**src/design/wmfe_pkg.sv**
```systemverilog
`timescale 1ns / 1ps
`default_nettype none

package wmfe_pkg;

    // Body byte accounting. The count saturates at the smaller of the body
    // limit and what the 12-bit count can show.
    localparam int MAX_BODY_BYTES = 2048;
    localparam int USED_LIMIT_INT = (MAX_BODY_BYTES > 4095) ? 4095 : MAX_BODY_BYTES;
    localparam logic [11:0] USED_LIMIT = 12'(USED_LIMIT_INT);

    // Longest step list of any subtype.
    localparam int NSTEPS = 10;

    typedef logic [7:0] t_step_code;
    typedef logic [3:0] t_step_idx;
    typedef t_step_code [NSTEPS-1:0] t_step_row;

    // Step codes. An element step sets the top bit and carries its ID below it.
    localparam t_step_code K_END   = 8'h00;
    localparam t_step_code K_TS    = 8'h01;
    localparam t_step_code K_PLAIN = 8'h02;
    localparam t_step_code K_STAT  = 8'h03;
    localparam t_step_code K_AID   = 8'h04;
    localparam t_step_code K_AUTH  = 8'h05;
    localparam t_step_code K_AP    = 8'h06;
    localparam t_step_code K_ELEM  = 8'h80;

    // Management subtypes.
    localparam logic [3:0] SUB_ASSOC_REQ    = 4'd0;
    localparam logic [3:0] SUB_ASSOC_RESP   = 4'd1;
    localparam logic [3:0] SUB_REASSOC_REQ  = 4'd2;
    localparam logic [3:0] SUB_REASSOC_RESP = 4'd3;
    localparam logic [3:0] SUB_PROBE_REQ    = 4'd4;
    localparam logic [3:0] SUB_PROBE_RESP   = 4'd5;
    localparam logic [3:0] SUB_BEACON       = 4'd8;
    localparam logic [3:0] SUB_DISASSOC     = 4'd10;
    localparam logic [3:0] SUB_AUTH         = 4'd11;
    localparam logic [3:0] SUB_DEAUTH       = 4'd12;

    // Element IDs.
    localparam logic [6:0] EID_SSID      = 7'd0;
    localparam logic [6:0] EID_RATES     = 7'd1;
    localparam logic [6:0] EID_FH_PARAM  = 7'd2;
    localparam logic [6:0] EID_DS_PARAM  = 7'd3;
    localparam logic [6:0] EID_CF_PARAM  = 7'd4;
    localparam logic [6:0] EID_TIM       = 7'd5;
    localparam logic [6:0] EID_IBSS      = 7'd6;
    localparam logic [6:0] EID_CHALLENGE = 7'd16;

    // Bits of the seen flags.
    localparam int SEEN_STATUS = 0;
    localparam int SEEN_AID    = 1;
    localparam int SEEN_AUTH   = 2;

    typedef struct packed {
        logic [11:0] bytes_used;
        logic [15:0] status_value;
        logic        status_seen;
        logic [15:0] assoc_id;
        logic        assoc_id_seen;
        logic [15:0] auth_algorithm;
        logic        auth_seen;
        logic [8:0]  ssid_length;
        logic        underflow;
    } t_result;

    function automatic t_step_code elem(input logic [6:0] id);
        return K_ELEM | {1'b0, id};
    endfunction

    function automatic t_step_row step_row(input logic [3:0] sub);
        t_step_row row;
        row = {NSTEPS{K_END}};
        unique case (sub)
            SUB_ASSOC_REQ: begin
                row[0] = K_PLAIN;
                row[1] = K_PLAIN;
                row[2] = elem(EID_SSID);
                row[3] = elem(EID_RATES);
            end
            SUB_ASSOC_RESP, SUB_REASSOC_RESP: begin
                row[0] = K_PLAIN;
                row[1] = K_STAT;
                row[2] = K_AID;
                row[3] = elem(EID_RATES);
            end
            SUB_REASSOC_REQ: begin
                row[0] = K_PLAIN;
                row[1] = K_PLAIN;
                row[2] = K_AP;
                row[3] = elem(EID_SSID);
                row[4] = elem(EID_RATES);
            end
            SUB_PROBE_REQ: begin
                row[0] = elem(EID_SSID);
                row[1] = elem(EID_RATES);
            end
            SUB_PROBE_RESP, SUB_BEACON: begin
                row[0] = K_TS;
                row[1] = K_PLAIN;
                row[2] = K_PLAIN;
                row[3] = elem(EID_SSID);
                row[4] = elem(EID_RATES);
                row[5] = elem(EID_FH_PARAM);
                row[6] = elem(EID_DS_PARAM);
                row[7] = elem(EID_CF_PARAM);
                row[8] = elem(EID_IBSS);
                if (sub == SUB_BEACON) begin
                    row[9] = elem(EID_TIM);
                end
            end
            SUB_DISASSOC, SUB_DEAUTH: begin
                row[0] = K_STAT;
            end
            SUB_AUTH: begin
                row[0] = K_AUTH;
                row[1] = K_PLAIN;
                row[2] = K_STAT;
                row[3] = elem(EID_CHALLENGE);
            end
            default: begin
                row = {NSTEPS{K_END}};
            end
        endcase
        return row;
    endfunction

    function automatic t_step_code code_at(input t_step_row row, input t_step_idx idx);
        t_step_code code;
        if (idx >= t_step_idx'(NSTEPS)) begin
            code = K_END;
        end else begin
            code = row[idx];
        end
        return code;
    endfunction

    function automatic logic [3:0] fixed_size(input t_step_code code);
        logic [3:0] size;
        if (code == K_TS) begin
            size = 4'd8;
        end else if (code == K_AP) begin
            size = 4'd6;
        end else begin
            size = 4'd2;
        end
        return size;
    endfunction

endpackage

`default_nettype wire

```
**src/design/wmfe_if.sv**
```systemverilog
`timescale 1ns / 1ps
`default_nettype none

interface wmfe_in_if;
    logic       valid;
    logic       ready;
    logic [3:0] frame_subtype;
    logic [7:0] body_byte;
    logic       byte_valid;
    logic       body_last;

    modport source (output valid, output frame_subtype, output body_byte,
                    output byte_valid, output body_last, input ready);
    modport sink   (input valid, input frame_subtype, input body_byte,
                    input byte_valid, input body_last, output ready);
endinterface

interface wmfe_out_if;
    logic        valid;
    logic        ready;
    logic [11:0] bytes_used;
    logic [15:0] status_value;
    logic        status_seen;
    logic [15:0] assoc_id;
    logic        assoc_id_seen;
    logic [15:0] auth_algorithm;
    logic        auth_seen;
    logic [8:0]  ssid_length;
    logic        underflow;

    modport source (output valid, output bytes_used, output status_value,
                    output status_seen, output assoc_id, output assoc_id_seen,
                    output auth_algorithm, output auth_seen, output ssid_length,
                    output underflow, input ready);
    modport sink   (input valid, input bytes_used, input status_value,
                    input status_seen, input assoc_id, input assoc_id_seen,
                    input auth_algorithm, input auth_seen, input ssid_length,
                    input underflow, output ready);
endinterface

`default_nettype wire

```
**src/design/wlan_mgmt_body_field_extractor.sv**
```systemverilog
`timescale 1ns / 1ps
`default_nettype none

// Management frame body parser. Each transfer on the input channel carries
// one body byte with the frame subtype; the transfer marked body_last closes
// the body and produces one result transfer with the byte count, status or
// reason code, AID, authentication algorithm, SSID length and an underflow
// flag. The block takes one input transfer every cycle while ready is high:
// the step search, the field capture and the byte count are all combinational
// logic between the parse state registers, and a body's result is registered
// into the output register, or into the skid register while the output is
// stalled. Results pass through a two-entry buffer (output register plus skid
// register), so input keeps flowing while one result waits; input is held off
// only when both entries are occupied. The byte count saturates at
// BODY_BYTES_MAX, or at 4095 where that is larger. Configuration is fixed;
// there is no register port.
module wlan_mgmt_body_field_extractor
    import wmfe_pkg::*;
#(
    parameter int BODY_BYTES_MAX = MAX_BODY_BYTES
)
(
    input  wire logic       i_clk,
    input  wire logic       i_rst_n,
    wmfe_in_if.sink         i_in,
    wmfe_out_if.source      o_out
);

    // Saturation point of the byte count.
    localparam logic [11:0] USED_CAP =
        (BODY_BYTES_MAX > 4095) ? 12'd4095 : 12'(BODY_BYTES_MAX);

    // Parse state.
    t_step_idx   r_step_index;
    logic [3:0]  r_field_byte_count;
    logic [7:0]  r_element_length;
    logic [15:0] r_field_accumulator;
    logic [11:0] r_used_count;
    logic [15:0] r_captured_status;
    logic [15:0] r_captured_aid;
    logic [15:0] r_captured_auth;
    logic [8:0]  r_captured_ssid_length;
    logic [2:0]  r_seen_flags;
    logic        r_parse_stopped;

    t_step_idx   n_step_index;
    logic [3:0]  n_field_byte_count;
    logic [7:0]  n_element_length;
    logic [15:0] n_field_accumulator;
    logic [11:0] n_used_count;
    logic [15:0] n_captured_status;
    logic [15:0] n_captured_aid;
    logic [15:0] n_captured_auth;
    logic [8:0]  n_captured_ssid_length;
    logic [2:0]  n_seen_flags;
    logic        n_parse_stopped;

    // Result buffering.
    t_result     r_out;
    logic        r_out_valid;
    t_result     r_skid;
    logic        r_skid_valid;

    logic        w_accept;
    logic        w_push;
    logic        w_pop;

    t_step_row   w_row;
    logic [NSTEPS-1:0] w_hit;
    t_step_idx   w_sel_idx;
    logic        w_sel_found;
    t_step_code  w_sel_code;
    logic        w_moved;

    logic [3:0]  w_fbc;
    logic [7:0]  w_elen;
    logic [15:0] w_acc;
    logic [15:0] w_acc_new;
    logic [3:0]  w_fbc_inc;
    logic [7:0]  w_elen_dec;
    logic        w_done;
    logic [16:0] w_add;
    logic [17:0] w_used_sum;

    t_step_code  w_end_code;
    logic        w_underflow;
    t_result     w_result;

    assign w_accept = i_in.valid && i_in.ready;
    assign w_push   = w_accept && i_in.body_last;
    assign w_pop    = r_out_valid && o_out.ready;

    assign i_in.ready = !r_skid_valid;

    // Step search. A mismatching element that has not started yet is skipped
    // without using the byte, so the byte lands on the first later step that
    // is a fixed field, the end of the list, or an element with that ID.
    // A step already in progress always keeps the byte.
    always_comb begin
        w_row = step_row(i_in.frame_subtype);
        for (int p = 0; p < NSTEPS; p++) begin
            w_hit[p] = ((4'(p) == r_step_index) && (r_field_byte_count != '0))
                    || ((4'(p) >= r_step_index)
                        && ((w_row[p] == K_END) || !w_row[p][7]
                            || (i_in.body_byte == {1'b0, w_row[p][6:0]})));
        end
        w_sel_idx   = 4'(NSTEPS);
        w_sel_found = 1'b0;
        for (int p = 0; p < NSTEPS; p++) begin
            if (w_hit[p] && !w_sel_found) begin
                w_sel_idx   = 4'(p);
                w_sel_found = 1'b1;
            end
        end
        w_sel_code = code_at(w_row, w_sel_idx);
        w_moved    = (w_sel_idx != r_step_index);
        // Skipped steps leave freshly cleared field state behind them.
        w_fbc  = w_moved ? 4'd0  : r_field_byte_count;
        w_elen = w_moved ? 8'd0  : r_element_length;
        w_acc  = w_moved ? 16'd0 : r_field_accumulator;
    end

    // Byte consumption on the selected step.
    always_comb begin
        n_step_index           = r_step_index;
        n_field_byte_count     = r_field_byte_count;
        n_element_length       = r_element_length;
        n_field_accumulator    = r_field_accumulator;
        n_captured_status      = r_captured_status;
        n_captured_aid         = r_captured_aid;
        n_captured_auth        = r_captured_auth;
        n_captured_ssid_length = r_captured_ssid_length;
        n_seen_flags           = r_seen_flags;
        n_parse_stopped        = r_parse_stopped;

        w_acc_new  = w_acc;
        w_fbc_inc  = w_fbc + 4'd1;
        w_elen_dec = (w_elen != 8'd0) ? (w_elen - 8'd1) : 8'd0;
        w_done     = 1'b0;
        w_add      = '0;

        if (i_in.byte_valid && !r_parse_stopped) begin
            n_step_index        = w_sel_idx;
            n_field_byte_count  = w_fbc;
            n_element_length    = w_elen;
            n_field_accumulator = w_acc;

            if (w_sel_code == K_END) begin
                n_parse_stopped = 1'b1;
            end else if (!w_sel_code[7]) begin
                // Fixed field: little-endian, only the first two bytes kept.
                if (w_fbc == 4'd0) begin
                    w_acc_new = {8'h00, i_in.body_byte};
                end else if (w_fbc == 4'd1) begin
                    w_acc_new = w_acc | {i_in.body_byte, 8'h00};
                end
                n_field_accumulator = w_acc_new;
                n_field_byte_count  = w_fbc_inc;
                if (w_fbc_inc >= fixed_size(w_sel_code)) begin
                    w_done = 1'b1;
                    w_add  = 17'(fixed_size(w_sel_code));
                    priority if (w_sel_code == K_STAT) begin
                        n_captured_status         = w_acc_new;
                        n_seen_flags[SEEN_STATUS] = 1'b1;
                    end else if (w_sel_code == K_AID) begin
                        n_captured_aid         = w_acc_new;
                        n_seen_flags[SEEN_AID] = 1'b1;
                    end else if (w_sel_code == K_AUTH) begin
                        n_captured_auth         = w_acc_new;
                        n_seen_flags[SEEN_AUTH] = 1'b1;
                    end else begin
                        n_seen_flags = r_seen_flags;
                    end
                end
            end else begin
                // Element: ID byte, length byte, then the info bytes.
                if (w_fbc == 4'd0) begin
                    n_field_byte_count = 4'd1;
                end else if (w_fbc == 4'd1) begin
                    w_acc_new           = {8'h00, i_in.body_byte};
                    n_field_accumulator = w_acc_new;
                    n_element_length    = i_in.body_byte;
                    n_field_byte_count  = 4'd2;
                    w_done              = (i_in.body_byte == 8'd0);
                end else begin
                    n_element_length = w_elen_dec;
                    w_done           = (w_elen_dec == 8'd0);
                end
                if (w_done) begin
                    if (w_sel_code[6:0] == EID_SSID) begin
                        n_captured_ssid_length = 9'(17'(w_acc_new) + 17'd1);
                    end
                    w_add = 17'(w_acc_new) + 17'd2;
                end
            end

            if (w_done) begin
                n_step_index        = w_sel_idx + 4'd1;
                n_field_byte_count  = '0;
                n_element_length    = '0;
                n_field_accumulator = '0;
            end
        end

        w_used_sum = 18'(r_used_count) + 18'(w_add);
        if (w_done) begin
            n_used_count = (w_used_sum > 18'(USED_CAP)) ? USED_CAP : w_used_sum[11:0];
        end else begin
            n_used_count = r_used_count;
        end
    end

    // The body is short if it stops inside a field or element, or just
    // before a fixed field that is still due. An element not yet begun is
    // simply absent.
    always_comb begin
        w_end_code  = code_at(w_row, n_step_index);
        w_underflow = !n_parse_stopped && (w_end_code != K_END)
                   && (!w_end_code[7] || (n_field_byte_count != 4'd0));

        w_result.bytes_used     = n_used_count;
        w_result.status_value   = n_captured_status;
        w_result.status_seen    = n_seen_flags[SEEN_STATUS];
        w_result.assoc_id       = n_captured_aid;
        w_result.assoc_id_seen  = n_seen_flags[SEEN_AID];
        w_result.auth_algorithm = n_captured_auth;
        w_result.auth_seen      = n_seen_flags[SEEN_AUTH];
        w_result.ssid_length    = n_captured_ssid_length;
        w_result.underflow      = w_underflow;
    end

    // Parse state clears after the last transfer of each body.
    always_ff @(posedge i_clk) begin
        if (!i_rst_n || w_push) begin
            r_step_index           <= '0;
            r_field_byte_count     <= '0;
            r_element_length       <= '0;
            r_field_accumulator    <= '0;
            r_used_count           <= '0;
            r_captured_status      <= '0;
            r_captured_aid         <= '0;
            r_captured_auth        <= '0;
            r_captured_ssid_length <= '0;
            r_seen_flags           <= '0;
            r_parse_stopped        <= 1'b0;
        end else if (w_accept) begin
            r_step_index           <= n_step_index;
            r_field_byte_count     <= n_field_byte_count;
            r_element_length       <= n_element_length;
            r_field_accumulator    <= n_field_accumulator;
            r_used_count           <= n_used_count;
            r_captured_status      <= n_captured_status;
            r_captured_aid         <= n_captured_aid;
            r_captured_auth        <= n_captured_auth;
            r_captured_ssid_length <= n_captured_ssid_length;
            r_seen_flags           <= n_seen_flags;
            r_parse_stopped        <= n_parse_stopped;
        end
    end

    // Result buffer control. The skid entry fills only when a new result
    // arrives while the output register is full and stalled.
    always_ff @(posedge i_clk) begin
        if (!i_rst_n) begin
            r_out_valid  <= 1'b0;
            r_skid_valid <= 1'b0;
        end else if (r_skid_valid) begin
            if (w_pop) begin
                r_skid_valid <= 1'b0;
            end
        end else if (w_push) begin
            if (!r_out_valid || w_pop) begin
                r_out_valid <= 1'b1;
            end else begin
                r_skid_valid <= 1'b1;
            end
        end else if (w_pop) begin
            r_out_valid <= 1'b0;
        end
    end

    always_ff @(posedge i_clk) begin
        if (r_skid_valid) begin
            if (w_pop) begin
                r_out <= r_skid;
            end
        end else if (w_push) begin
            if (!r_out_valid || w_pop) begin
                r_out <= w_result;
            end else begin
                r_skid <= w_result;
            end
        end
    end

    assign o_out.valid          = r_out_valid;
    assign o_out.bytes_used     = r_out.bytes_used;
    assign o_out.status_value   = r_out.status_value;
    assign o_out.status_seen    = r_out.status_seen;
    assign o_out.assoc_id       = r_out.assoc_id;
    assign o_out.assoc_id_seen  = r_out.assoc_id_seen;
    assign o_out.auth_algorithm = r_out.auth_algorithm;
    assign o_out.auth_seen      = r_out.auth_seen;
    assign o_out.ssid_length    = r_out.ssid_length;
    assign o_out.underflow      = r_out.underflow;

    // The skid entry is only ever used behind a full output register.
    a_skid_behind_out: assert property (@(posedge i_clk) disable iff (!i_rst_n)
        r_skid_valid |-> r_out_valid)
        else $error("skid entry holds a result while the output register is empty");

    // A closed body leaves no parse state for the next one.
    a_body_state_clear: assert property (@(posedge i_clk) disable iff (!i_rst_n)
        w_push |=> (r_step_index == '0) && !r_parse_stopped
                   && (r_used_count == '0) && (r_seen_flags == '0)
                   && (r_field_byte_count == '0))
        else $error("parse state not cleared after the end of a body");

    a_used_limit: assert property (@(posedge i_clk) disable iff (!i_rst_n)
        r_used_count <= USED_CAP)
        else $error("byte count above its saturation limit");

    // No field in progress is longer than the timestamp.
    a_field_count_range: assert property (@(posedge i_clk) disable iff (!i_rst_n)
        r_field_byte_count <= 4'd8)
        else $error("field byte count out of range");

endmodule

`default_nettype wire
```
**src/flat_wrapper.sv**
```systemverilog
// flat-port wrapper written by rule: the top's interface ports become plain ports
module wlan_mgmt_body_field_extractor_flat import wmfe_pkg::*;
#(
    parameter int BODY_BYTES_MAX = MAX_BODY_BYTES
)
  (i_clk, i_rst_n, i_in_valid, i_in_frame_subtype, i_in_body_byte, i_in_byte_valid, i_in_body_last, i_in_ready, o_out_valid, o_out_bytes_used, o_out_status_value, o_out_status_seen, o_out_assoc_id, o_out_assoc_id_seen, o_out_auth_algorithm, o_out_auth_seen, o_out_ssid_length, o_out_underflow, o_out_ready);
  wmfe_in_if i_in_i ();
  wmfe_out_if o_out_i ();
  input  wire logic i_clk;
  input  wire logic i_rst_n;
  input wire logic [$bits(i_in_i.valid)-1:0] i_in_valid;
  input wire logic [$bits(i_in_i.frame_subtype)-1:0] i_in_frame_subtype;
  input wire logic [$bits(i_in_i.body_byte)-1:0] i_in_body_byte;
  input wire logic [$bits(i_in_i.byte_valid)-1:0] i_in_byte_valid;
  input wire logic [$bits(i_in_i.body_last)-1:0] i_in_body_last;
  output wire logic [$bits(i_in_i.ready)-1:0] i_in_ready;
  output wire logic [$bits(o_out_i.valid)-1:0] o_out_valid;
  output wire logic [$bits(o_out_i.bytes_used)-1:0] o_out_bytes_used;
  output wire logic [$bits(o_out_i.status_value)-1:0] o_out_status_value;
  output wire logic [$bits(o_out_i.status_seen)-1:0] o_out_status_seen;
  output wire logic [$bits(o_out_i.assoc_id)-1:0] o_out_assoc_id;
  output wire logic [$bits(o_out_i.assoc_id_seen)-1:0] o_out_assoc_id_seen;
  output wire logic [$bits(o_out_i.auth_algorithm)-1:0] o_out_auth_algorithm;
  output wire logic [$bits(o_out_i.auth_seen)-1:0] o_out_auth_seen;
  output wire logic [$bits(o_out_i.ssid_length)-1:0] o_out_ssid_length;
  output wire logic [$bits(o_out_i.underflow)-1:0] o_out_underflow;
  input wire logic [$bits(o_out_i.ready)-1:0] o_out_ready;
  assign i_in_i.valid = i_in_valid;
  assign i_in_i.frame_subtype = i_in_frame_subtype;
  assign i_in_i.body_byte = i_in_body_byte;
  assign i_in_i.byte_valid = i_in_byte_valid;
  assign i_in_i.body_last = i_in_body_last;
  assign i_in_ready = i_in_i.ready;
  assign o_out_valid = o_out_i.valid;
  assign o_out_bytes_used = o_out_i.bytes_used;
  assign o_out_status_value = o_out_i.status_value;
  assign o_out_status_seen = o_out_i.status_seen;
  assign o_out_assoc_id = o_out_i.assoc_id;
  assign o_out_assoc_id_seen = o_out_i.assoc_id_seen;
  assign o_out_auth_algorithm = o_out_i.auth_algorithm;
  assign o_out_auth_seen = o_out_i.auth_seen;
  assign o_out_ssid_length = o_out_i.ssid_length;
  assign o_out_underflow = o_out_i.underflow;
  assign o_out_i.ready = o_out_ready;
  wlan_mgmt_body_field_extractor #(.BODY_BYTES_MAX(BODY_BYTES_MAX)) u_core (.i_clk(i_clk), .i_rst_n(i_rst_n), .i_in(i_in_i), .o_out(o_out_i));
endmodule
```
**config.mk**
```make
export PLATFORM = sky130hd
export DESIGN_NAME = wlan_mgmt_body_field_extractor_flat
export DESIGN_NICKNAME = d
export VERILOG_FILES = /design/src/design/wmfe_pkg.sv /design/src/design/wmfe_if.sv /design/src/design/wlan_mgmt_body_field_extractor.sv /design/src/flat_wrapper.sv
export SDC_FILE = /design/constraint.sdc
export NUM_CORES = 1
export LEC_CHECK = 0
export ABC_AREA = 1
export ABC_CLOCK_PERIOD_IN_PS = 7000
export BUFFER_PORTS_ARGS = -buffer_cell sky130_fd_sc_hd__buf_2
export CAP_MARGIN = 40
export CORE_ASPECT_RATIO = 1.5
export CORE_UTILIZATION = 56
export CTS_BUF_LIST = sky130_fd_sc_hd__clkbuf_16
export DETAILED_ROUTE_END_ITERATION = 12
export PLACE_DENSITY = 0.77
export SLEW_MARGIN = 20
export SYNTH_ARGS = -nofsm -noshare
export SYNTH_HDL_FRONTEND = slang
export SYNTH_SLANG_ARGS = --single-unit
```
**constraint.sdc**
```tcl
create_clock -name i_clk -period 7 [get_ports i_clk]
set_input_delay 0.35 -clock i_clk [delete_from_list [all_inputs] [get_ports i_clk]]
set_output_delay 0.35 -clock i_clk [all_outputs]
set_load 0.05 [all_outputs]
```
After elaboration in Yosys (flattened, before gate mapping) --
Cells that the tools add are included. Widths: inputs -> output; s select.
Word-level totals: flip-flop bits (word level) 253, bits of input ports 18, word-level logic and storage cells 345
Cells by class: add/sub/neg operators 6, $lt $le $gt $ge 16, equal/unequal tests 37, mux-type cells 125, bitwise gates (word level) 3, reduce and logical (&&, ||, !) cells 127
Operators with widths (number):
- $mux 16 | 29
- $mux 73 | 4
- $logic_not 8->1 | 13
- $mux 8 | 13
- $mux 4 | 24
- $eq 8x7->1 | 10
- $pmux 16 s5 | 1
- $mux 17 | 4
- $bmux 8 s4 | 2
- $mux 9 | 5
- $mux 40 | 1
- $pmux 8 s5 | 1
- $logic_and 1x1->1 | 35
- $logic_or 1x1->1 | 33
- $mux 1 | 32
- $logic_not 1->1 | 25
- $eq 8x3->1 const B | 3
- $mux 12 | 2
- $pmux 8 s3 | 1
- $add 12x17->18 | 1
- $gt 18x12->1 const B | 1
- $add 16x2->17 const B | 1
- $eq 3x4->1 const A | 4
- $eq 4x4->1 const B | 4
- other kinds (35) | 65

Depth between registers and ports, before layout --
Gate-level depths: netlist (run 1).
depth in word-level cells 61, depth in mapped cells 61, depth with buffers taken out 58

Least setup slack after synthesis (run 1) --
No wires, ideal clock.
kind input to register, start in i_in_frame_subtype[0], end reg u_core.r_out (netlist bit u_core.o_out.bytes_used[9]) (data pin), arrival 6972 ps, data required time 6869 ps, path slack -103 ps, cell stages on the path 54, cell sequence nand2_1 inv_2 nand2_1 nand3_1 nor2_1 nand2_1 nand3_1 nand2_1 nand2_2 nand2_4 nor2_8 nand4_4 nor2_8 nand2_4 nand2_2 inv_2 buf_2 a31oi_1 [18 not listed] a211oi_1 inv_1 fa_1 o21ai_0 nand3_1 nand2_1 a21oi_1 o21bai_1 xor2_1 nand2_1 o41ai_1 o211ai_2 nor2_4 buf_8 nand3_4 nand2_2 nand2_1 nand2_1
On the way: longest elaborated chain between the ends 57, elaborated cells on any way between the ends 181, those cells by class add/sub: 4; order compare: 3; eq/ne: 23; mux: 62; reduce/logical: 89
RTL lines:
- from (decl) | RTL line flat_wrapper.sv:12 | input wire logic [$bits(i_in_i.frame_subtype)-1:0] i_in_frame_subtype;
- $eq 4x1->1, or another cell as far along | RTL line wmfe_pkg.sv:75 | unique case (sub)
- $reduce_or 4->1 (no line) / $reduce_or 2->1 (equally long branches)
- $pmux 8 s5 | RTL line wmfe_pkg.sv:75
- $logic_not 8->1 / $logic_not 1->1 (equally long branches) | RTL line wlan_mgmt_body_field_extractor.sv:104 | && ((w_row[p] == K_END) || !w_row[p][7]
- $logic_or 1x1->1 | RTL line wlan_mgmt_body_field_extractor.sv:104
- $logic_or 1x1->1 | RTL line wlan_mgmt_body_field_extractor.sv:105 | || (i_in.body_byte == {1'b0, w_row[p][6:0]})));
- $logic_and 1x1->1 | RTL line wlan_mgmt_body_field_extractor.sv:104
- $logic_or 1x1->1 | RTL line wlan_mgmt_body_field_extractor.sv:103 | || ((4'(p) >= r_step_index)
- [42 not listed]
- $add 12x17->18 | RTL line wlan_mgmt_body_field_extractor.sv:205 | w_used_sum = 18'(r_used_count) + 18'(w_add);
- $gt 18x12->1 | RTL line wlan_mgmt_body_field_extractor.sv:207 | n_used_count = (w_used_sum > 18'(USED_CAP)) ? USED_CAP : w_used_sum[11:0];
- $mux 12 | RTL line wlan_mgmt_body_field_extractor.sv:207
- $mux 12 * | RTL line wlan_mgmt_body_field_extractor.sv:206 | if (w_done) begin
- via u_core.n_used_count[9] | RTL line wlan_mgmt_body_field_extractor.sv:50 | logic [11:0] n_used_count;
- $mux 73 * | RTL line wlan_mgmt_body_field_extractor.sv:288 | if (!r_out_valid || w_pop) begin
- $mux 73 * | RTL line wlan_mgmt_body_field_extractor.sv:287 | end else if (w_push) begin
- $mux 73 * | RTL line wlan_mgmt_body_field_extractor.sv:283 | if (r_skid_valid) begin
- to (signal assigned) | RTL line wlan_mgmt_body_field_extractor.sv:285 | r_out <= r_skid;
- to (signal assigned) | RTL line wlan_mgmt_body_field_extractor.sv:289 | r_out <= w_result;
- to (decl) | RTL line wlan_mgmt_body_field_extractor.sv:59 | t_result r_out;
Mark *: on every way through the listed nets, which the timed path passes. The rest lies on a longest branch. The select of a mux whose other input is x is not followed. A chain may end at the register's enable or synchronous reset.

Worst setup path in the final report (run 1) --
start reg u_core.r_step_index[3], end reg u_core.r_out (netlist bit u_core.o_out.bytes_used[1]) (data pin)
On the way: longest elaborated chain between the ends 52, elaborated cells on any way between the ends 139, those cells by class add/sub: 4; order compare: 13; eq/ne: 13; mux: 56; reduce/logical: 53
RTL lines:
- from (decl) | RTL line wlan_mgmt_body_field_extractor.sv:34 | t_step_idx r_step_index;
- from (signal assigned) | RTL line wlan_mgmt_body_field_extractor.sv:247 | r_step_index <= n_step_index;
- $ge 1x4->1 / $logic_not 4->1 (equally long branches) | RTL line wlan_mgmt_body_field_extractor.sv:103, wlan_mgmt_body_field_extractor.sv:102
- $logic_and 1x1->1 (on tied branches) | RTL line wlan_mgmt_body_field_extractor.sv:104, wlan_mgmt_body_field_extractor.sv:102
- $logic_or 1x1->1 | RTL line wlan_mgmt_body_field_extractor.sv:103
- $mux 1 | RTL line wlan_mgmt_body_field_extractor.sv:110 | if (w_hit[p] && !w_sel_found) begin
- $logic_not 1->1 | RTL line wlan_mgmt_body_field_extractor.sv:110
- $logic_and 1x1->1 | RTL line wlan_mgmt_body_field_extractor.sv:110
- $mux 1 | RTL line wlan_mgmt_body_field_extractor.sv:110
- $logic_not 1->1 | RTL line wlan_mgmt_body_field_extractor.sv:110
- [37 not listed]
- $add 12x17->18 | RTL line wlan_mgmt_body_field_extractor.sv:205
- $gt 18x12->1 | RTL line wlan_mgmt_body_field_extractor.sv:207
- $mux 12 | RTL line wlan_mgmt_body_field_extractor.sv:207
- $mux 12 * | RTL line wlan_mgmt_body_field_extractor.sv:206
- via u_core.n_used_count[1] | RTL line wlan_mgmt_body_field_extractor.sv:50
- $mux 73 * | RTL line wlan_mgmt_body_field_extractor.sv:288
- $mux 73 * | RTL line wlan_mgmt_body_field_extractor.sv:287
- $mux 73 * | RTL line wlan_mgmt_body_field_extractor.sv:283
Marked as above.

==> reports/summary.txt, run 1 <==
================================================================================
Status                                                              complete, no violations
Mean routed wirelength per cell                                          17.1 um
Y dimension of the die                                                    200 um
Number of buffers added on ports                                              92
TritonCTS buffer count                                                        23
Mux contribution to synthesized area                                          0%
Overall overflow remaining after global route                                  0
Setup slack on the worst flop-to-flop path                               0.25 ns
Most frequently used flop master after synthesis                    sky130_fd_sc_hd__edfxtp_1
Global placement routability congestion                                    0.984
Final-report setup violation count                                             0
Highest attainable clock frequency                                     0.148 GHz
Antenna diodes                                                                 0
Crit path arrival time                                                   7.16 ns
Most common cell after layout, fill and taps aside                  sky130_fd_sc_hd__nand2_1
YS warnings                                                                    0
Mapped cell area                                                     14600 sq um
Number of antenna violations at the first check in global routing              0
Cell depth of the worst setup path                                            47
Post-synthesis share of cell area spent on xor and xnor gates              1.68%
Min-Delay Path Depth                                                           2
Filler Cell Count                                                           2122
Commonest non-fill, non-tap cells in the layout                     sky130_fd_sc_hd__nand2_1, sky130_fd_sc_hd__inv_1, sky130_fd_sc_hd__nor2_1, sky130_fd_sc_hd__edfxtp_1, sky130_fd_sc_hd__buf_4
Worst Setup Start Kind                                                      flop
Layout cells sized above 1                                                 22.3%
Nets                                                                        2125
Count of flip-flops with a built-in enable after synthesis                   146
Setup repair after global routing missed its margin                          yes
Wire length of the first global-routing pass                            64900 um
Origin of the critical flop-to-flop path                            u_core.r_step_index[3]
Pre-Repair DR Iteration Count                                                  5
FP Rows                                                                       72
Cell count after synthesis                                                  1899
Maximum number of pins on one net before global-route repair                  73
Detailed placement HPWL                                                 30100 um
Maximum buffer depth of the clock tree                                         3
Number of nets still failing antenna checks after routing                      0
Worst EP required                                                        7.40 ns
Post-synthesis compound-gate area fraction                                 13.8%
Root Driver                                                         sky130_fd_sc_hd__clkbuf_16
Number of maximum-capacitance violations                                       0
Proportion of synthesized chip area in sequential cells                    44.7%
Post-Route Setup TNS                                                        0 ns
Time the final worst path needs with I/O delays and setup                6.75 ns
Total Die Area                                                       26700 sq um
Rel. slew slack                                                            44.8%
Static Leakage                                                           8.10 nW
Number of vias per cell                                                     5.53
Count of different cell masters after synthesis                               66
Measured slew at the worst slew-check pin                               0.827 ns
Total of flip-flops plus latches after synthesis                             253
Post-Syn Area per Cell                                                7.68 sq um
Via count                                                                  13500
Net count after synthesis                                                   1940
Pwr per Cell Area                                                    231 nW/um^2
Minimum setup slack in the final design                                 0.246 ns
TritonCTS clock tree                                                        done
Layout overhead on the synthesized area                                    18.8%
Critical Path Max Stage Delay                                            0.46 ns
Master of the slowest instance on the critical path                 sky130_fd_sc_hd__dfxtp_1
Global-route usage over all layers                                         31.1%
Setup clock skew after layout                                          0.0212 ns
Post-Place Worst Slack                                                 -0.332 ns
Routed wire length                                                      41700 um
R2r endpoint                                                        u_core.o_out.bytes_used[1]
Maximum ir drop on the vdd rail                                         0.208 mV
Ys async rst share                                                            0%
Path type of the worst min-delay path                               primary input to flop
DRC violation total after the first TritonRoute iteration                   1038
Simple-Gate Fraction of Synth Area                                         28.5%
Capturing instance or port of the critical path                     u_core.o_out.bytes_used[1]
Vias in the first global route                                             13000
Floorplan die width                                                       134 um
Critical path startpoint                                            u_core.r_step_index[3]
Worst path bufs/invs                                                          10
Capturing element type of the critical path                                 flop
Worst Reg2Reg Path Length in Cells                                            47
Crit Path Class                                                     flop to flop
Clock network latency to the later pin of the worst-skew pair            0.54 ns
Area of the placeable core                                           25700 sq um
Post-synthesis adder-cell area fraction                                    2.02%
Initial Util                                                               56.8%
Hold Vio Cnt, Final                                                            0
Total number of H-tree levels                                                  1
Largest family of logic cells by synthesized area                   simple AND/OR/NAND/NOR gates
Residual DRC count                                                             0
Slew Limit Fails                                                               0
Maximum net fanout on the critical path                                        6
Top-Level Pins                                                                93
Dominant delay contributor by cell family on the critical path      simple AND/OR/NAND/NOR gates
Clock-pin transition on the worst setup and hold timing paths            0.07 ns
Clock Sinks                                                                  253
Final cycle utilization of the critical path                               96.5%
================================================================================
==> layer usage <==
layer	GRT usage [%]	vias to the layer above	routed length, um
met3	3.02	152	2010
met4	23.0	0	3130
met2	56.2	473	21200
met1	33.6	6305	15400
met5	0	-	0
li1	-	6531	-
==> final cells by class <==
cell class / count / area [sq um] / share of cell area, %
Clock buffer: 24 / 601 / 3.47
Timing Repair Buffer: 237 / 1630 / 9.39
Tap cell: 333 / 417 / 2.40
Sequential cell: 253 / 6530 / 37.7
Inverter: 257 / 975 / 5.63
Clock inverter: 18 / 179 / 1.03
Multi-Input combinational cell: 1312 / 7000 / 40.4
==> flip-flops by register name, indices dropped and copies added, names as in the netlist, 4 cells and up <==
name	count
u_core.r_captured_ssid_length	9
u_core.r_field_byte_count	4
u_core.r_captured_aid	16
u_core.o_out.ssid_length	9
u_core.r_field_accumulator	16
u_core.o_out.assoc_id	16
u_core.r_element_length	8
u_core.o_out.bytes_used	12
u_core.r_captured_status	16
u_core.o_out.status_value	16
u_core.r_used_count	12
u_core.o_out.auth_algorithm	16
u_core.r_step_index	4
u_core.r_captured_auth	16
u_core.r_skid	73
==> cell families (layout without fill, tap and decap cells) <==
| logic type | Yosys count | after routing |
|---|---|---|
| compound gates | 353 | 353 |
| xor+xnor | 28 | 28 |
| fa+ha+maj | 23 | 23 |
| buf+inv | 334 | 536 |
| flops | 253 | 253 |
| simple gates | 908 | 908 |
==> synth_stat cells (4+ instances only) <==
master,count,share of area [%]
sky130_fd_sc_hd__buf_2,13,0.45
sky130_fd_sc_hd__o21a_1,4,0.21
sky130_fd_sc_hd__o21ai_0,128,4.4
sky130_fd_sc_hd__xnor2_1,9,0.54
sky130_fd_sc_hd__nor3_1,9,0.31
sky130_fd_sc_hd__a31oi_1,6,0.26
sky130_fd_sc_hd__nor2_2,16,0.69
sky130_fd_sc_hd__o211ai_1,10,0.51
sky130_fd_sc_hd__clkbuf_1,48,1.2
sky130_fd_sc_hd__buf_6,5,0.39
sky130_fd_sc_hd__ha_1,22,1.9
sky130_fd_sc_hd__nor2_1,181,4.7
sky130_fd_sc_hd__a221oi_1,4,0.24
sky130_fd_sc_hd__a211oi_1,4,0.21
sky130_fd_sc_hd__o21ai_1,42,1.4
sky130_fd_sc_hd__o21ai_2,4,0.24
sky130_fd_sc_hd__or2_2,4,0.17
sky130_fd_sc_hd__nand3_2,4,0.27
sky130_fd_sc_hd__nand3_4,11,1.3
sky130_fd_sc_hd__edfxtp_1,146,30
sky130_fd_sc_hd__nand3_1,79,2.7
sky130_fd_sc_hd__nand2_1,531,14
sky130_fd_sc_hd__xor2_1,19,1.1
sky130_fd_sc_hd__o221ai_1,4,0.24
sky130_fd_sc_hd__o22ai_1,12,0.51
sky130_fd_sc_hd__dfxtp_1,107,15
sky130_fd_sc_hd__inv_2,25,0.64
sky130_fd_sc_hd__nand2_4,9,0.69
sky130_fd_sc_hd__nand2_2,31,1.3
sky130_fd_sc_hd__inv_1,230,5.9
sky130_fd_sc_hd__nor2_4,9,0.69
sky130_fd_sc_hd__buf_1,6,0.15
sky130_fd_sc_hd__nand4_1,7,0.30
sky130_fd_sc_hd__a21oi_1,111,3.8
==> where the power goes <==
part	switching (mW)	internal [mW]	total, mW
logic	0.689	0.329	1.02
registers	0.0284	1.65	1.67
clock network	0.572	0.741	1.31
==> through the flow <==
step | area (sq um) | utilization [%] | hold WS, ns | instances | power [mW]
detailed placement | 16200 | 62.9 | 0.457 | 2377 | 2.65
CTS | 17000 | 66.1 | 0.0687 | 2419 | 3.95
floorplan | 14600 | - | 0.429 | 1899 | 2.34
global route | 17300 | 67.5 | 0.0770 | 2434 | 4.16
finish | 17300 | 67.5 | 0.0794 | 2434 | 4.01
global placement | 16000 | 62.5 | 0.441 | 2369 | 2.62
==> what timing repair did <==
item,CTS,global route
pin swaps,6,43
buffers inserted,0,15
hold buffers,0,0
endpoints found under the setup margin,34,36
gates resized for setup,10,65
==> worst min path at each step <==
stage,start,slack (ns),end
CTS,i_rst_n,0.07,u_core.o_out.valid
floorplan,u_core.r_seen_flags[1],0.43,u_core.r_seen_flags[1]
finish,i_rst_n,0.08,u_core.r_skid_valid
global route,i_rst_n,0.08,u_core.r_skid_valid
global placement,u_core.r_seen_flags[1],0.44,u_core.r_seen_flags[1]
detailed placement,u_core.r_field_accumulator[4],0.46,u_core.r_field_accumulator[4]
(Power assumes the default switching activity.)
==> run 2: changes to the inputs <==
==> constraint.sdc (replaced) <==
create_clock -name i_clk -period 7 [get_ports i_clk]
set_input_delay 0.7 -clock i_clk [delete_from_list [all_inputs] [get_ports i_clk]]
set_output_delay 0.7 -clock i_clk [all_outputs]
set_load 0.05 [all_outputs]
==> run 2 against run 1 <==
  * Register-to-register slack improved by 0.03 ns
  * Largest power group unchanged
  * Critical endpoint is now u_core.o_out.bytes_used[0]
  * Clock skew shrank 0.010 ns
  * Sequential power barely moved
==> reports/summary.txt, run 2 (synthesized netlist as in run 1, its figures left out) <==
================================================================================
Max reg flops                                                                 73
Layout overhead on the synthesized area                                    25.4%
Number of maximum-capacitance violations                                       0
Maximum number of pins on one net before global-route repair                  72
Worst Setup Start Kind                                                      flop
Post-layout power                                                        4.03 mW
Detailed placement HPWL                                                 31500 um
CP most frequent cell                                               sky130_fd_sc_hd__inv_2
Total number of H-tree levels                                                  1
Number of buffers added on ports                                              92
Final-report setup violation count                                             0
Nets                                                                        2223
Hold Vio Cnt, Final                                                            0
Combined flip-flop and latch cell area                                6530 sq um
Total Die Area                                                       26700 sq um
Routed wire length                                                      43400 um
Static Leakage                                                           8.59 nW
TritonCTS clock tree                                                        done
Capturing element type of the critical path                                 flop
Crit Path Class                                                     flop to flop
Commonest non-fill, non-tap cells in the layout                     sky130_fd_sc_hd__nand2_1, sky130_fd_sc_hd__buf_4, sky130_fd_sc_hd__inv_1, sky130_fd_sc_hd__nor2_1, sky130_fd_sc_hd__edfxtp_1
Wire length of the first global-routing pass                            67100 um
Vias in the first global route                                             13500
Top-Level Pins                                                                93
Pre-Repair DR Iteration Count                                                  5
Overall overflow remaining after global route                                  0
Critical Path Max Stage Delay                                            0.37 ns
Master of the slowest instance on the critical path                 sky130_fd_sc_hd__fa_2
Crit path arrival time                                                   7.12 ns
Maximum ir drop on the vdd rail                                         0.180 mV
Clock-pin transition on the worst setup and hold timing paths            0.07 ns
Clock Sinks                                                                  253
Global placement routability congestion                                     1.01
Root Driver                                                         sky130_fd_sc_hd__clkbuf_16
Global-route usage over all layers                                         32.3%
Setup clock skew after layout                                          0.0110 ns
Initial Util                                                               56.8%
Highest attainable clock frequency                                     0.149 GHz
Layout cells sized above 1                                                 26.9%
Worst EP required                                                        7.40 ns
Pwr per Cell Area                                                    220 nW/um^2
Maximum buffer depth of the clock tree                                         3
Setup repair after global routing missed its margin                          yes
Post-Route Setup TNS                                                        0 ns
Multi-input gate area                                                 7220 sq um
Maximum net fanout on the critical path                                        7
Residual DRC count                                                             0
Floorplan die width                                                       134 um
Path type of the worst min-delay path                               primary input to flop
Mean routed wirelength per cell                                          17.1 um
Measured slew at the worst slew-check pin                               0.873 ns
TritonCTS buffer count                                                        23
Y dimension of the die                                                    200 um
Final cycle utilization of the critical path                               96.0%
Top reg by flops                                                    u_core.r_skid
Rel. slew slack                                                            41.2%
Number of antenna violations at the first check in global routing              1
Time the final worst path needs with I/O delays and setup                6.72 ns
Slew Limit Fails                                                               0
Via count                                                                  14000
Clock network latency to the later pin of the worst-skew pair            0.53 ns
FP Rows                                                                       72
DRC violation total after the first TritonRoute iteration                   1179
Status                                                              complete, no violations
Number of vias per cell                                                     5.52
Filler Cell Count                                                           2044
Most common cell after layout, fill and taps aside                  sky130_fd_sc_hd__nand2_1
Hold bufs inserted after CTS                                                   0
Number of nets still failing antenna checks after routing                      0
Area of the placeable core                                           25700 sq um
================================================================================
-- run 2: cell count changes in the layout (fill, tap and decap cells not counted), moves of 4 or more --
cell                       before  now
sky130_fd_sc_hd__buf_4        135  230
sky130_fd_sc_hd__buf_6          2    6
sky130_fd_sc_hd__clkinv_1       3    8
sky130_fd_sc_hd__clkinv_2       6    1
sky130_fd_sc_hd__nand2_1      520  509
sky130_fd_sc_hd__nand2_2       38   48
sky130_fd_sc_hd__nor2_1       169  160
sky130_fd_sc_hd__nor2_4        17   25
-- run 2: path summary, 6_finish.rpt --
check | endpoint | slack [ns] | startpoint | depth (start not counted)
max reg2reg | u_core.o_out.bytes_used[0] | 0.28 | u_core.r_field_byte_count[3] | 54
max | u_core.o_out.bytes_used[0] | 0.28 | u_core.r_field_byte_count[3] | 54
min reg2reg | u_core.r_seen_flags[1] | 0.47 | u_core.r_seen_flags[1] | 2
min | u_core.r_skid_valid | 0.44 | i_rst_n | 2
-- run 2: metrics by stage --
stage	instances	area (sq um)	utilization, %	setup slack [ns]	hold WS (ns)
floorplan	1899	14700	-	-0.0160	0.429
global placement	2465	16900	65.9	-0.389	0.439
detailed placement	2471	17000	66.2	-0.522	0.456
CTS	2513	17700	69.1	0.0195	0.427
global route	2533	18300	71.3	-0.218	0.439
finish	2533	18300	71.3	0.280	0.440
-- run 2: repair_timing --
action | in CTS | in global routing
gates resized for setup | 1 | 106
pin swaps | 0 | 54
setup buffers | 0 | 19
setup endpoints to repair | 12 | 36
-- run 2: worst max-delay path: cells and delay by family, from the launching register on --
family                   cells  cell delay [ns]
flip-flops                   1             0.34
buffers and inverters       11             1.00
adder cells (fa/ha/maj)      2             0.65
AND/OR/NAND/NOR             30             3.01
AO/OA/AOI/OAI               10             1.36
XOR/XNOR                     1             0.21
-- run 2: final cells by class --
cell class              count  share of cell area (%)
well taps                 333                    2.28
clock inverters            19                   0.909
inverters                 257                    5.38
multi-input cells        1312                    39.4
clock buffers              23                    3.15
flip-flops and latches    253                    35.7
diodes                      1                  0.0137
repair buffers            335                    13.1
-- run 2: report_power, final --
part / switching [mW] / total (mW) / internal (mW)
logic: 0.714 / 1.09 / 0.375
registers: 0.0298 / 1.68 / 1.65
clock network: 0.552 / 1.26 / 0.711
total: 1.30 / 4.03 / 2.73
-- run 2: per-layer routing --
| layer | vias up | track usage (%) | wire length [um] |
|---|---|---|---|
| li1 | 6733 | - | - |
| met1 | 6504 | 34.5 | 15500 |
| met2 | 571 | 58.6 | 22100 |
| met3 | 174 | 3.15 | 2350 |
| met4 | 0 | 24.2 | 3380 |
| met5 | - | 0 | 0 |
==> run 3: changes to the inputs <==
--- a/config.mk
+++ b/config.mk
@@ -5,15 +5,15 @@
 export SDC_FILE = /design/constraint.sdc
 export NUM_CORES = 1
 export LEC_CHECK = 0
-export ABC_AREA = 1
+export ABC_AREA = 0
 export ABC_CLOCK_PERIOD_IN_PS = 7000
 export BUFFER_PORTS_ARGS = -buffer_cell sky130_fd_sc_hd__buf_2
 export CAP_MARGIN = 40
 export CORE_ASPECT_RATIO = 1.5
-export CORE_UTILIZATION = 56
+export CORE_UTILIZATION = 55
 export CTS_BUF_LIST = sky130_fd_sc_hd__clkbuf_16
 export DETAILED_ROUTE_END_ITERATION = 12
-export PLACE_DENSITY = 0.77
+export PLACE_DENSITY = 0.76
 export SLEW_MARGIN = 20
 export SYNTH_ARGS = -nofsm -noshare
 export SYNTH_HDL_FRONTEND = slang
==> run 3 against run 2 <==
  * The flow now finishes with violations (negative setup slack)
  * Non-clock buffer count up 114
  * Sequential power down 3%
  * Largest cell class unchanged
  * Largest power group unchanged
  * Maximum frequency down 17%
  * Clock skew up 0.026 ns
  * Worst setup slack worse by 1.4 ns
  * Wire length up 12%
  * Count of clock-buffer cells in the layout unchanged
  * Critical endpoint is now u_core.o_out.bytes_used[8]
  * Clock power down 5%
  * Total power down 5.0%
  * Core utilization up 3.5 points
  * Critical path depth down 9
  * Cell count down 11%
==> reports/summary.txt, run 3 <==
================================================================================
Status                                                              finished, violations left
Failing checks                                                      negative setup slack
Proportion of synthesized chip area in sequential cells                    46.3%
Post-Place Worst Slack                                                  -1.77 ns
Wire length of the first global-routing pass                            74200 um
Vias in the first global route                                             13900
Setup repair after global routing missed its margin                          yes
Setup slack on the worst flop-to-flop path                              -1.08 ns
Final-report setup violation count                                            36
Commonest non-fill, non-tap cells in the layout                     sky130_fd_sc_hd__buf_4, sky130_fd_sc_hd__nand2_1, sky130_fd_sc_hd__nor2_1, sky130_fd_sc_hd__edfxtp_1, sky130_fd_sc_hd__dfxtp_1
Area of the placeable core                                           25100 sq um
Top-Level Pins                                                                93
Multi-input gate area                                                 7710 sq um
Via count                                                                  13800
Most common cell after layout, fill and taps aside                  sky130_fd_sc_hd__buf_4
Mapped cell area                                                     14100 sq um
Crit Path Class                                                     flop to flop
Number of vias per cell                                                     6.15
Area fraction of the dominant cell type after synthesis                    31.1%
Number of nets still failing antenna checks after routing                      0
Combined flip-flop and latch cell area                                6530 sq um
Setup clock skew after layout                                          0.0374 ns
Count of different cell masters after synthesis                               93
Y dimension of the die                                                    198 um
Number of antenna violations at the first check in global routing              0
Maximum ir drop on the vdd rail                                         0.169 mV
Routed wire length                                                      48500 um
Overall overflow remaining after global route                                  0
Most frequently used flop master after synthesis                    sky130_fd_sc_hd__edfxtp_1
Clock-pin transition on the worst setup and hold timing paths            0.08 ns
Pre-Repair DR Iteration Count                                                  7
TritonCTS clock tree                                                        done
Top reg by flops                                                    u_core.r_skid
Hold Vio Cnt, Final                                                            0
CP most frequent cell                                               sky130_fd_sc_hd__a21oi_2
TritonCTS buffer count                                                        23
Post-layout power                                                        3.82 mW
Commonest cells in the netlist                                      sky130_fd_sc_hd__nand2_1, sky130_fd_sc_hd__nor2_1, sky130_fd_sc_hd__edfxtp_1
Residual DRC count                                                             0
Hold bufs inserted after CTS                                                   0
Maximum number of pins on one net before global-route repair                  74
Maximum net fanout on the critical path                                        8
Net count after synthesis                                                   1569
Synth area leader                                                   sky130_fd_sc_hd__edfxtp_1
Post-Syn Area per Cell                                                9.22 sq um
Ys async rst share                                                            0%
Number of maximum-capacitance violations                                       0
Initial Util                                                               56.0%
Rel. slew slack                                                            43.1%
Floorplan die width                                                       133 um
Slew Limit Fails                                                               0
Global-route usage over all layers                                         36.6%
Number of buffers added on ports                                              92
DRC violation total after the first TritonRoute iteration                   1163
Layout cells sized above 1                                                 37.0%
Final cycle utilization of the critical path                                115%
FP Rows                                                                       71
Critical Path Max Stage Delay                                            0.54 ns
Total of flip-flops plus latches after synthesis                             253
Crit path arrival time                                                   8.43 ns
Minimum setup slack in the final design                                 -1.08 ns
Time the final worst path needs with I/O delays and setup                8.08 ns
Nets                                                                        1947
Maximum buffer depth of the clock tree                                         3
Clock Sinks                                                                  253
Pwr per Cell Area                                                    204 nW/um^2
YS warnings                                                                    0
Static Leakage                                                           7.75 nW
Clock network latency to the later pin of the worst-skew pair            0.54 ns
Count of flip-flops with a built-in enable after synthesis                   146
Cell count after synthesis                                                  1528
Worst Setup Start Kind                                                      flop
Total number of H-tree levels                                                  1
Layout overhead on the synthesized area                                    33.4%
Master of the slowest instance on the critical path                 sky130_fd_sc_hd__or4_4
Mean routed wirelength per cell                                          21.6 um
Total Die Area                                                       26300 sq um
Max reg flops                                                                 73
Highest attainable clock frequency                                     0.124 GHz
Capturing element type of the critical path                                 flop
Root Driver                                                         sky130_fd_sc_hd__clkbuf_16
Top cells by area, synth                                            sky130_fd_sc_hd__edfxtp_1, sky130_fd_sc_hd__dfxtp_1, sky130_fd_sc_hd__mux2_2
Detailed placement HPWL                                                 34800 um
Most common cell in the synthesized netlist                         sky130_fd_sc_hd__nand2_1
Measured slew at the worst slew-check pin                               0.853 ns
Path type of the worst min-delay path                               flop to flop
Worst EP required                                                        7.35 ns
Antenna diodes                                                                 0
Filler Cell Count                                                           1767
Final hold slack                                                        0.460 ns
Global placement routability congestion                                    0.991
================================================================================
-- run 3: critical path, delay by kind of cell (launching register included) --
| kind | cells | cell delay (ns) |
|---|---|---|
| compound gates | 18 | 2.85 |
| xor+xnor | 1 | 0.17 |
| fa+ha+maj | 3 | 0.64 |
| buf+inv | 7 | 0.95 |
| flops | 1 | 0.34 |
| mux | 1 | 0.19 |
| simple gates | 15 | 2.72 |
-- run 3: through the flow --
step | std cells | area [sq um] | setup TNS, ns | util (%)
5_1_grt | 2250 | 18800 | -49.01 | 74.7
3_3_place_gp | 2172 | 17300 | -50.36 | 69.0
4_1_cts | 2238 | 18400 | -31.50 | 73.4
2_1_floorplan | 1528 | 14400 | -31.41 | -
3_5_place_dp | 2177 | 17400 | -56.73 | 69.4
6_report | 2250 | 18800 | -34.94 | 74.7
-- run 3: cells by family (layout without fill, tap and decap cells) --
logic type	after synthesis	count (layout)	synth area share (%)
muxes	100	100	7.95
xor gates and xnor gates	34	34	2.11
adders and majority gates	23	23	2.10
and+or+nand+nor	621	621	20.5
DFF	253	253	46.3
buffers and inverters	137	531	3.97
AOI/OAI and AO/OA	360	360	17.1
-- run 3: what timing repair did --
action                                 4_1_cts  5_1_grt
resized for setup                           37       60
gates cloned                                 1        0
pin swaps                                   41       60
buffers inserted                            19       13
setup endpoints to repair                   36       36
endpoints found under the hold margin        0        0
-- run 3: worst paths after layout --
check / startpoint / end / cells past startpoint
worst max-delay path: u_core.r_field_byte_count[0] / u_core.o_out.bytes_used[8] / 45
worst min-delay path: u_core.r_captured_aid[4] / u_core.r_captured_aid[4] / 2
worst max register to register: u_core.r_field_byte_count[0] / u_core.o_out.bytes_used[8] / 45
worst min register to register: u_core.r_captured_aid[4] / u_core.r_captured_aid[4] / 2
-- run 3: cell type report --
type                    count  share of cell area (%)
clock buffers              23                    3.06
clock inverters            18                   0.593
inverters                  41                   0.819
multi-input cells        1138                    41.0
flip-flops and latches    253                    34.7
well taps                 328                    2.18
repair buffers            449                    17.6
-- run 3: power by group --
part	switching (mW)	total [mW]	internal, mW
Sequential	0.0204	1.63	1.61
Combinational	0.601	0.992	0.390
Clock	0.566	1.20	0.638
Total	1.19	3.82	2.64
-- run 3: per-layer routing --
| layer | vias up | share of wire [%] | global-route usage, % |
|---|---|---|---|
| li1 | 6354 | - | - |
| met1 | 6627 | 34 | 37.5 |
| met2 | 676 | 53 | 69.5 |
| met3 | 182 | 5.3 | 3.66 |
| met4 | 0 | 7.5 | 25.7 |
| met5 | - | 0 | 0 |
